--- src/rtl/suee_pkg.sv ---
`default_nettype none

package suee_pkg;

    localparam int BYTE_W = 8;
    localparam int MODE_W = 2;
    localparam int STEP_W = 2;

    // escape_mode register codes; the unused code acts as LIKE
    localparam logic [MODE_W-1:0] MODE_QUOTE = 2'd0;
    localparam logic [MODE_W-1:0] MODE_URL   = 2'd1;
    localparam logic [MODE_W-1:0] MODE_LIKE  = 2'd2;

    localparam logic [BYTE_W-1:0] CH_QUOTE   = 8'h27;
    localparam logic [BYTE_W-1:0] CH_PERCENT = 8'h25;
    localparam logic [BYTE_W-1:0] CH_BSLASH  = 8'h5C;
    localparam logic [BYTE_W-1:0] CH_UNDER   = 8'h5F;

    localparam logic [BYTE_W-1:0] HEX_UPPER [16] = '{
        8'h30, 8'h31, 8'h32, 8'h33, 8'h34, 8'h35, 8'h36, 8'h37,
        8'h38, 8'h39, 8'h41, 8'h42, 8'h43, 8'h44, 8'h45, 8'h46
    };

    // what the back end has to emit for one input word
    typedef enum logic [2:0] {
        K_PASS     = 3'd0,  // byte as is
        K_DUP      = 3'd1,  // quote, quote
        K_ESC      = 3'd2,  // backslash, byte
        K_PCT      = 3'd3,  // %, hi, lo
        K_PCT_LIKE = 3'd4   // backslash, %, hi, lo
    } t_kind;

    typedef struct packed {
        t_kind             kind;
        logic [BYTE_W-1:0] data;
    } t_cmd;

    function automatic logic [STEP_W-1:0] run_last(input t_kind kind);
        logic [STEP_W-1:0] n;
        case (kind)
            K_PASS:     n = 2'd0;
            K_DUP:      n = 2'd1;
            K_ESC:      n = 2'd1;
            K_PCT:      n = 2'd2;
            K_PCT_LIKE: n = 2'd3;
            default:    n = 2'd0;
        endcase
        return n;
    endfunction

endpackage

`default_nettype wire

--- src/rtl/suee_if.sv ---
`default_nettype none

interface suee_in_if;
    logic       valid;
    logic       ready;
    logic [7:0] in_byte;

    modport source (output valid, output in_byte, input ready);
    modport sink   (input valid, input in_byte, output ready);
endinterface

interface suee_out_if;
    logic       valid;
    logic       ready;
    logic [7:0] out_byte;
    logic       last_of_run;

    modport source (output valid, output out_byte, output last_of_run, input ready);
    modport sink   (input valid, input out_byte, input last_of_run, output ready);
endinterface

`default_nettype wire

--- src/rtl/sql_url_escape_encoder_core.sv ---
`default_nettype none

// channel      dir  handshake        payload
// i_in_ch      in   valid/ready      in_byte[7:0]
// o_out_ch     out  valid/ready      out_byte[7:0], last_of_run
// i_cfg_*      in   i_cfg_we         i_cfg_wdata[1:0] -> escape_mode
//
// One output word per cycle while o_out_ch.ready is high, set by the single-byte output
// register of the back end; an input word yields 1 to 4 output words (its run length).
// Input words are taken in back to back while the command queue has room.
// An input word passes through the queue, then the output register. Reset is
// synchronous, active low; it empties the queue and sets escape_mode to quote doubling.
// Output stalls fill the queue, then drop i_in_ch.ready.

module sql_url_escape_encoder_core #(
    parameter int QUEUE_DEPTH = 4
) (
    input  wire logic                        i_clk,
    input  wire logic                        i_rst_n,
    input  wire logic                        i_cfg_we,
    input  wire logic [suee_pkg::MODE_W-1:0] i_cfg_wdata,
    suee_in_if.sink                          i_in_ch,
    suee_out_if.source                       o_out_ch
);
    import suee_pkg::*;

    t_cmd push_cmd, pop_cmd;
    logic push_valid, push_ready;
    logic pop_valid, pop_ready;

    suee_front u_front (
        .i_clk        (i_clk),
        .i_rst_n      (i_rst_n),
        .i_cfg_we     (i_cfg_we),
        .i_cfg_wdata  (i_cfg_wdata),
        .i_in_ch      (i_in_ch),
        .o_push_cmd   (push_cmd),
        .o_push_valid (push_valid),
        .i_push_ready (push_ready)
    );

    suee_queue #(
        .DEPTH (QUEUE_DEPTH)
    ) u_queue (
        .i_clk        (i_clk),
        .i_rst_n      (i_rst_n),
        .i_push_cmd   (push_cmd),
        .i_push_valid (push_valid),
        .o_push_ready (push_ready),
        .o_pop_cmd    (pop_cmd),
        .o_pop_valid  (pop_valid),
        .i_pop_ready  (pop_ready)
    );

    suee_back u_back (
        .i_clk       (i_clk),
        .i_rst_n     (i_rst_n),
        .i_pop_cmd   (pop_cmd),
        .i_pop_valid (pop_valid),
        .o_pop_ready (pop_ready),
        .o_out_ch    (o_out_ch)
    );

endmodule

`default_nettype wire

--- src/rtl/suee_front.sv ---
`default_nettype none

module suee_front (
    input  wire logic                       i_clk,
    input  wire logic                       i_rst_n,
    input  wire logic                       i_cfg_we,
    input  wire logic [suee_pkg::MODE_W-1:0] i_cfg_wdata,
    suee_in_if.sink                         i_in_ch,
    output suee_pkg::t_cmd                  o_push_cmd,
    output logic                            o_push_valid,
    input  wire logic                       i_push_ready
);
    import suee_pkg::*;

    logic [MODE_W-1:0] r_escape_mode;
    logic              url_safe;
    logic              like;
    logic [BYTE_W-1:0] b;

    always_ff @(posedge i_clk) begin
        if (!i_rst_n) begin
            r_escape_mode <= MODE_QUOTE;
        end else if (i_cfg_we) begin
            r_escape_mode <= i_cfg_wdata;
        end
    end

    assign b    = i_in_ch.in_byte;
    assign like = r_escape_mode[1];

    always_comb begin
        url_safe = b inside {[8'h61:8'h7A], [8'h41:8'h5A], [8'h30:8'h39],
                             8'h2E, 8'h2D, 8'h5F, 8'h2F, 8'h28, 8'h29, 8'h7E,
                             8'h2C, 8'h26, 8'h5B, 8'h5D, 8'h21, 8'h40, 8'h24};
    end

    always_comb begin
        o_push_cmd.data = b;
        if (r_escape_mode == MODE_QUOTE) begin
            o_push_cmd.kind = (b == CH_QUOTE) ? K_DUP : K_PASS;
        end else if (like && b == CH_UNDER) begin
            o_push_cmd.kind = K_ESC;
        end else if (url_safe) begin
            o_push_cmd.kind = K_PASS;
        end else begin
            o_push_cmd.kind = like ? K_PCT_LIKE : K_PCT;
        end
    end

    assign o_push_valid   = i_in_ch.valid;
    assign i_in_ch.ready  = i_push_ready;

endmodule

`default_nettype wire

--- src/rtl/suee_queue.sv ---
`default_nettype none

module suee_queue #(
    parameter int DEPTH = 4
) (
    input  wire logic           i_clk,
    input  wire logic           i_rst_n,
    input  wire suee_pkg::t_cmd i_push_cmd,
    input  wire logic           i_push_valid,
    output logic                o_push_ready,
    output suee_pkg::t_cmd      o_pop_cmd,
    output logic                o_pop_valid,
    input  wire logic           i_pop_ready
);
    import suee_pkg::*;

    localparam int AW = (DEPTH > 1) ? $clog2(DEPTH) : 1;
    localparam int CW = $clog2(DEPTH + 1);
    localparam logic [AW-1:0] LAST_PTR  = AW'(DEPTH - 1);
    localparam logic [CW-1:0] FULL_CNT  = CW'(DEPTH);

    t_cmd          r_mem [DEPTH];
    logic [AW-1:0] r_wr_ptr, r_rd_ptr;
    logic [CW-1:0] r_count;
    logic          push, pop;

    assign o_push_ready = (r_count != FULL_CNT);
    assign o_pop_valid  = (r_count != '0);
    assign o_pop_cmd    = r_mem[r_rd_ptr];
    assign push         = i_push_valid && o_push_ready;
    assign pop          = o_pop_valid && i_pop_ready;

    always_ff @(posedge i_clk) begin
        if (push) begin
            r_mem[r_wr_ptr] <= i_push_cmd;
        end
    end

    always_ff @(posedge i_clk) begin
        if (!i_rst_n) begin
            r_wr_ptr <= '0;
            r_rd_ptr <= '0;
            r_count  <= '0;
        end else begin
            if (push) begin
                r_wr_ptr <= (r_wr_ptr == LAST_PTR) ? '0 : r_wr_ptr + 1'b1;
            end
            if (pop) begin
                r_rd_ptr <= (r_rd_ptr == LAST_PTR) ? '0 : r_rd_ptr + 1'b1;
            end
            if (push && !pop) begin
                r_count <= r_count + 1'b1;
            end else if (pop && !push) begin
                r_count <= r_count - 1'b1;
            end
        end
    end

endmodule

`default_nettype wire

--- src/rtl/suee_back.sv ---
`default_nettype none

module suee_back (
    input  wire logic           i_clk,
    input  wire logic           i_rst_n,
    input  wire suee_pkg::t_cmd i_pop_cmd,
    input  wire logic           i_pop_valid,
    output logic                o_pop_ready,
    suee_out_if.source          o_out_ch
);
    import suee_pkg::*;

    logic [STEP_W-1:0] r_step;
    logic              r_valid;
    logic [BYTE_W-1:0] r_byte;
    logic              r_last;

    logic              load;
    logic              last;
    logic [BYTE_W-1:0] n_byte;
    logic [BYTE_W-1:0] hex_hi, hex_lo;

    assign load   = !r_valid || o_out_ch.ready;
    assign last   = (r_step == run_last(i_pop_cmd.kind));
    assign hex_hi = HEX_UPPER[i_pop_cmd.data[7:4]];
    assign hex_lo = HEX_UPPER[i_pop_cmd.data[3:0]];

    // head of queue stays put until the last word of its run is loaded into the output register
    assign o_pop_ready = load && last;

    always_comb begin
        n_byte = i_pop_cmd.data;
        case (i_pop_cmd.kind)
            K_PASS, K_DUP: n_byte = i_pop_cmd.data;
            K_ESC:         n_byte = (r_step == 2'd0) ? CH_BSLASH : i_pop_cmd.data;
            K_PCT: begin
                case (r_step)
                    2'd0:    n_byte = CH_PERCENT;
                    2'd1:    n_byte = hex_hi;
                    default: n_byte = hex_lo;
                endcase
            end
            K_PCT_LIKE: begin
                case (r_step)
                    2'd0:    n_byte = CH_BSLASH;
                    2'd1:    n_byte = CH_PERCENT;
                    2'd2:    n_byte = hex_hi;
                    default: n_byte = hex_lo;
                endcase
            end
            default:       n_byte = i_pop_cmd.data;
        endcase
    end

    always_ff @(posedge i_clk) begin
        if (!i_rst_n) begin
            r_valid <= 1'b0;
            r_step  <= '0;
        end else if (load) begin
            r_valid <= i_pop_valid;
            if (i_pop_valid) begin
                r_step <= last ? '0 : r_step + 1'b1;
            end
        end
    end

    always_ff @(posedge i_clk) begin
        if (load && i_pop_valid) begin
            r_byte <= n_byte;
            r_last <= last;
        end
    end

    assign o_out_ch.valid       = r_valid;
    assign o_out_ch.out_byte    = r_byte;
    assign o_out_ch.last_of_run = r_last;

    // mid-run the head word must still be in the queue
    a_mid_run_head: assert property (@(posedge i_clk) disable iff (!i_rst_n)
        r_step != '0 |-> i_pop_valid)
        else $error("step counter mid-run with empty queue");

    a_step_in_run: assert property (@(posedge i_clk) disable iff (!i_rst_n)
        i_pop_valid |-> r_step <= run_last(i_pop_cmd.kind))
        else $error("step counter past end of run");

    a_step_adv: assert property (@(posedge i_clk) disable iff (!i_rst_n)
        load && i_pop_valid && !last |=> r_step == $past(r_step) + 1'b1)
        else $error("step counter failed to advance");

    a_last_pops: assert property (@(posedge i_clk) disable iff (!i_rst_n)
        load && i_pop_valid && last |=> r_valid && r_last && r_step == '0)
        else $error("run end not marked");

endmodule

`default_nettype wire

--- src/flat_wrapper.sv ---
// flat-port wrapper written by rule: the top's interface ports become plain ports
module sql_url_escape_encoder_core_flat import suee_pkg::*;
#(
    parameter int QUEUE_DEPTH = 4
)
  (i_clk, i_rst_n, i_cfg_we, i_cfg_wdata, i_in_ch_valid, i_in_ch_in_byte, i_in_ch_ready, o_out_ch_valid, o_out_ch_out_byte, o_out_ch_last_of_run, o_out_ch_ready);
  suee_in_if i_in_ch_i ();
  suee_out_if o_out_ch_i ();
  input  wire logic i_clk;
  input  wire logic i_rst_n;
  input  wire logic i_cfg_we;
  input  wire logic [suee_pkg::MODE_W-1:0] i_cfg_wdata;
  input wire logic [$bits(i_in_ch_i.valid)-1:0] i_in_ch_valid;
  input wire logic [$bits(i_in_ch_i.in_byte)-1:0] i_in_ch_in_byte;
  output wire logic [$bits(i_in_ch_i.ready)-1:0] i_in_ch_ready;
  output wire logic [$bits(o_out_ch_i.valid)-1:0] o_out_ch_valid;
  output wire logic [$bits(o_out_ch_i.out_byte)-1:0] o_out_ch_out_byte;
  output wire logic [$bits(o_out_ch_i.last_of_run)-1:0] o_out_ch_last_of_run;
  input wire logic [$bits(o_out_ch_i.ready)-1:0] o_out_ch_ready;
  assign i_in_ch_i.valid = i_in_ch_valid;
  assign i_in_ch_i.in_byte = i_in_ch_in_byte;
  assign i_in_ch_ready = i_in_ch_i.ready;
  assign o_out_ch_valid = o_out_ch_i.valid;
  assign o_out_ch_out_byte = o_out_ch_i.out_byte;
  assign o_out_ch_last_of_run = o_out_ch_i.last_of_run;
  assign o_out_ch_i.ready = o_out_ch_ready;
  sql_url_escape_encoder_core #(.QUEUE_DEPTH(QUEUE_DEPTH)) u_core (.i_clk(i_clk), .i_rst_n(i_rst_n), .i_cfg_we(i_cfg_we), .i_cfg_wdata(i_cfg_wdata), .i_in_ch(i_in_ch_i), .o_out_ch(o_out_ch_i));
endmodule
--- config.mk ---
export PLATFORM = sky130hd
export DESIGN_NAME = sql_url_escape_encoder_core_flat
export DESIGN_NICKNAME = d
export VERILOG_FILES = /design/src/rtl/suee_pkg.sv /design/src/rtl/suee_if.sv /design/src/rtl/sql_url_escape_encoder_core.sv /design/src/rtl/suee_front.sv /design/src/rtl/suee_queue.sv /design/src/rtl/suee_back.sv /design/src/flat_wrapper.sv
export SDC_FILE = /design/constraint.sdc
export NUM_CORES = 1
export LEC_CHECK = 0
export BUFFER_PORTS_ARGS = -buffer_cell sky130_fd_sc_hd__buf_2
export CAP_MARGIN = 30
export CORE_MARGIN = 1.5
export CORE_UTILIZATION = 45
export CTS_CLUSTER_SIZE = 28
export DETAILED_ROUTE_END_ITERATION = 8
export PLACE_DENSITY = 0.65
export SLEW_MARGIN = 20
export SYNTH_ARGS = -nofsm -noshare
export SYNTH_HDL_FRONTEND = slang
export SYNTH_SLANG_ARGS = --single-unit
--- constraint.sdc ---
create_clock -name i_clk -period 9.72 [get_ports i_clk]
set_clock_uncertainty 0.15 [all_clocks]
set_input_delay 1.944 -clock i_clk [delete_from_list [all_inputs] [get_ports i_clk]]
set_output_delay 1.944 -clock i_clk [all_outputs]
set_load 0.01 [all_outputs]
==> flow_summary.json <==
{
  "worst_pin_slew_ps": 723.8,
  "leakage_nw": 1.414,
  "syn_area_sq_um": 3470,
  "ios": 26,
  "drt-met1-wl_um": 2903,
  "ys.flop_type": "edfxtp_1",
  "cts.reportedPaths.clkPinSlew_ps": 70,
  "wl_per_cell_um": 15.67,
  "die_y_um": 90.81,
  "timing.final.ws_setup_ps": 5558,
  "hold_ws_ps": 333.5,
  "grt_max_degree": 15,
  "final.setup.tns_ps": 0,
  "grt_pass1_vias": 2078,
  "ant_nets": 0,
  "synth_area_leaders": "edfxtp_1 (46%), dfxtp_1 (8.1%), mux4_2 (6.5%), ha_1 (5.0%), mux2i_1 (2.6%)",
  "yosysWarningCount": 0,
  "start_util": 0.4708,
  "portBuffers": 25,
  "viasPerCell": 5.626,
  "final_util": 0.5255,
  "worst_setup_path_start_kind": "register",
  "slew_headroom": 0.5168,
  "hold_path_class": "reg -> reg",
  "met3WireLength_um": 209,
  "grt_pass1_wl_um": 10360,
  "layout.nets": 327,
  "drt_wl_total_um": 6285,
  "mostFrequentLayoutCells": "edfxtp_1 (53), buf_2 (25), nand2_1 (18), inv_1 (16)",
  "ff2ff_setup_slack_ps": 5560,
  "synth.top_cell.area_share": 0.4587,
  "gp_congestion": 0.8784,
  "r2r_cells": 11,
  "worstPathMaxFanout": 13,
  "die_width_um": 90.81,
  "drt_iter0_drc": 104,
  "min_delay_path_depth": 2,
  "maxSlewViolCount": 0,
  "grt_overflow_total": 0,
  "synth_largest_area_cell": "edfxtp_1",
  "place_ws_ps": 5529,
  "cts_buffer_depth": 2,
  "yosysSeqAreaShare": 0.5395,
  "critPathRequiredTime_ps": 9840,
  "num_vias": 2256,
  "hpwl_um": 4264,
  "ir_drop_mv": 0.1074,
  "maxCapViolations": 0,
  "syn_nets": 304,
  "cts-root-buf": "clkbuf_8",
  "async_reset_ff_frac": 0,
  "arrival_ps": 4280,
  "worstSkewPairLatency_ps": 350,
  "core_sq_um": 7370,
  "min_to": "u_core.u_back.o_out_ch.valid",
  "crit_type": "reg -> reg",
  "antenna_found_initial": 0,
  "postCtsSetupRepairBufs": 0,
  "grt.total_usage": 0.1642,
  "htreeDepth": 3,
  "wl_met2_um": 3004,
  "setup_viol_count_final": 0,
  "diodes": 0,
  "p_per_area_nw_per_um2": 265.6,
  "status": "finished clean",
  "dr.max_layer_used": "met4",
  "post_cts_resized": 0,
  "postCtsHoldBufs": 0,
  "synth-edff-count": 53,
  "layout_commonest_cell": "edfxtp_1",
  "synthCells": 274,
  "drc": 0,
  "areaGrowthSynthToFinish_pct": 11.61,
  "drive_gt1_frac": 0.2020,
  "rr_endpoint": "u_core.u_queue.r_count[2]",
  "synth_seq_cells": 67,
  "syn_area_per_cell_sq_um": 12.66,
  "cts_tree": "done",
  "die_area_sq_um": 8246,
  "endpoint_kind": "register",
  "min-delay-start": "u_core.u_back.o_out_ch.valid",
  "synth.distinct_cells": 60,
  "rsz0062_at_grt": "no",
  "period_minus_slack_ps": 4162,
  "core.rowCount": 31,
  "max_freq_mhz": 240.3,
  "numCtsBuffers": 9,
  "cts_num_sinks": 67,
  "min_period_over_period": 0.4282,
  "hold_viol_final": 0,
  "firstDrtPassIters": 4
}
## synthesized netlist by cell type, drive strengths merged (3+ instances only)
cell and n:
a21oi 12, a311oi 3, o22ai 4, mux2i 9, dfxtp 14, nor2b 7
ha 14, a21boi 4, nand4b 4, edfxtp 53, clkbuf 5, nand2 18
inv 16, o221ai 4, nor2 12, o21ai 13, buf 8, xor2 3
and3 7, nand3 4, mux4 11, nand4 5, nand2b 3, and2 3
## stage by stage
stage | std cells | power, mW | instance area [sq um]
3_5_place_dp | 385 | 0.7733 | 3649
6_report | 401 | 1.029 | 3872
3_3_place_gp | 385 | 0.7680 | 3649
4_1_cts | 401 | 1.035 | 3872
2_1_floorplan | 274 | 0.6871 | 3470
5_1_grt | 401 | 1.091 | 3872
## worst max-delay path, stage by stage (launching register included)
cell and delay (ps):
dfxtp_1 790, mux4_1 880, and3b_1 360, a311oi_4 410, a21oi_2 140, inv_1 80
ha_1 180, inv_1 60, fa_1 380, xor2_1 180, or3_1 300, a21boi_0 160
## registers in the layout (all words and copies together) (netlist names), named ones only
register	cells
u_core.u_back.o_out_ch.out_byte	8
u_core.u_queue.r_count	3
u_core.u_back.r_step	2
u_core.u_queue.r_wr_ptr	2
u_core.u_queue.r_mem	44
u_core.u_queue.r_rd_ptr	2
u_core.u_back.o_out_ch.valid	1
u_core.u_front.r_escape_mode	2
u_core.u_back.o_out_ch.last_of_run	1
## cells by family after synthesis
logic type / after synthesis / share of synthesized area
compound gates: 60 / 0.1248
xor+xnor: 4 / 0.01010
fa+ha+maj: 15 / 0.05626
buf+inv: 29 / 0.03750
flops: 67 / 0.5395
mux: 21 / 0.1017
simple gates: 78 / 0.1302
## worst max path at each step
| stage | to | slack, ps |
|---|---|---|
| 2_1_floorplan | u_core.u_queue.r_count[2] | 6040 |
| 4_1_cts | u_core.u_queue.r_count[2] | 5510 |
| 3_5_place_dp | u_core.u_queue.r_count[2] | 5530 |
| 5_1_grt | u_core.u_queue.r_count[2] | 5330 |
| 3_3_place_gp | u_core.u_queue.r_count[2] | 5680 |
| 6_report | u_core.u_queue.r_count[2] | 5560 |
## layout make-up
cell class	count	area, sq um
Sequential cell	67	1872
Fill cell	642	3497
Clock inverter	7	100.1
Timing Repair Buffer	25	125.1
Tap cell	99	123.9
Inverter	16	60.06
Multi-Input combinational cell	178	1468
Clock buffer	9	123.9
## power breakdown
group	internal [mW]	switching [mW]	leakage, nW
Clock	0.147	0.114	0.114
Combinational	0.149	0.213	0.692
Sequential	0.377	0.0291	0.608
Total	0.672	0.356	1.41
## layer usage
layer  track usage  up-vias
li1              -     1100
met1        0.2079     1084
met2        0.2613       59
met3       0.03283       13
met4       0.09505        0
met5             0        -
No activity file was read; power rests on OpenSTA's default activity.
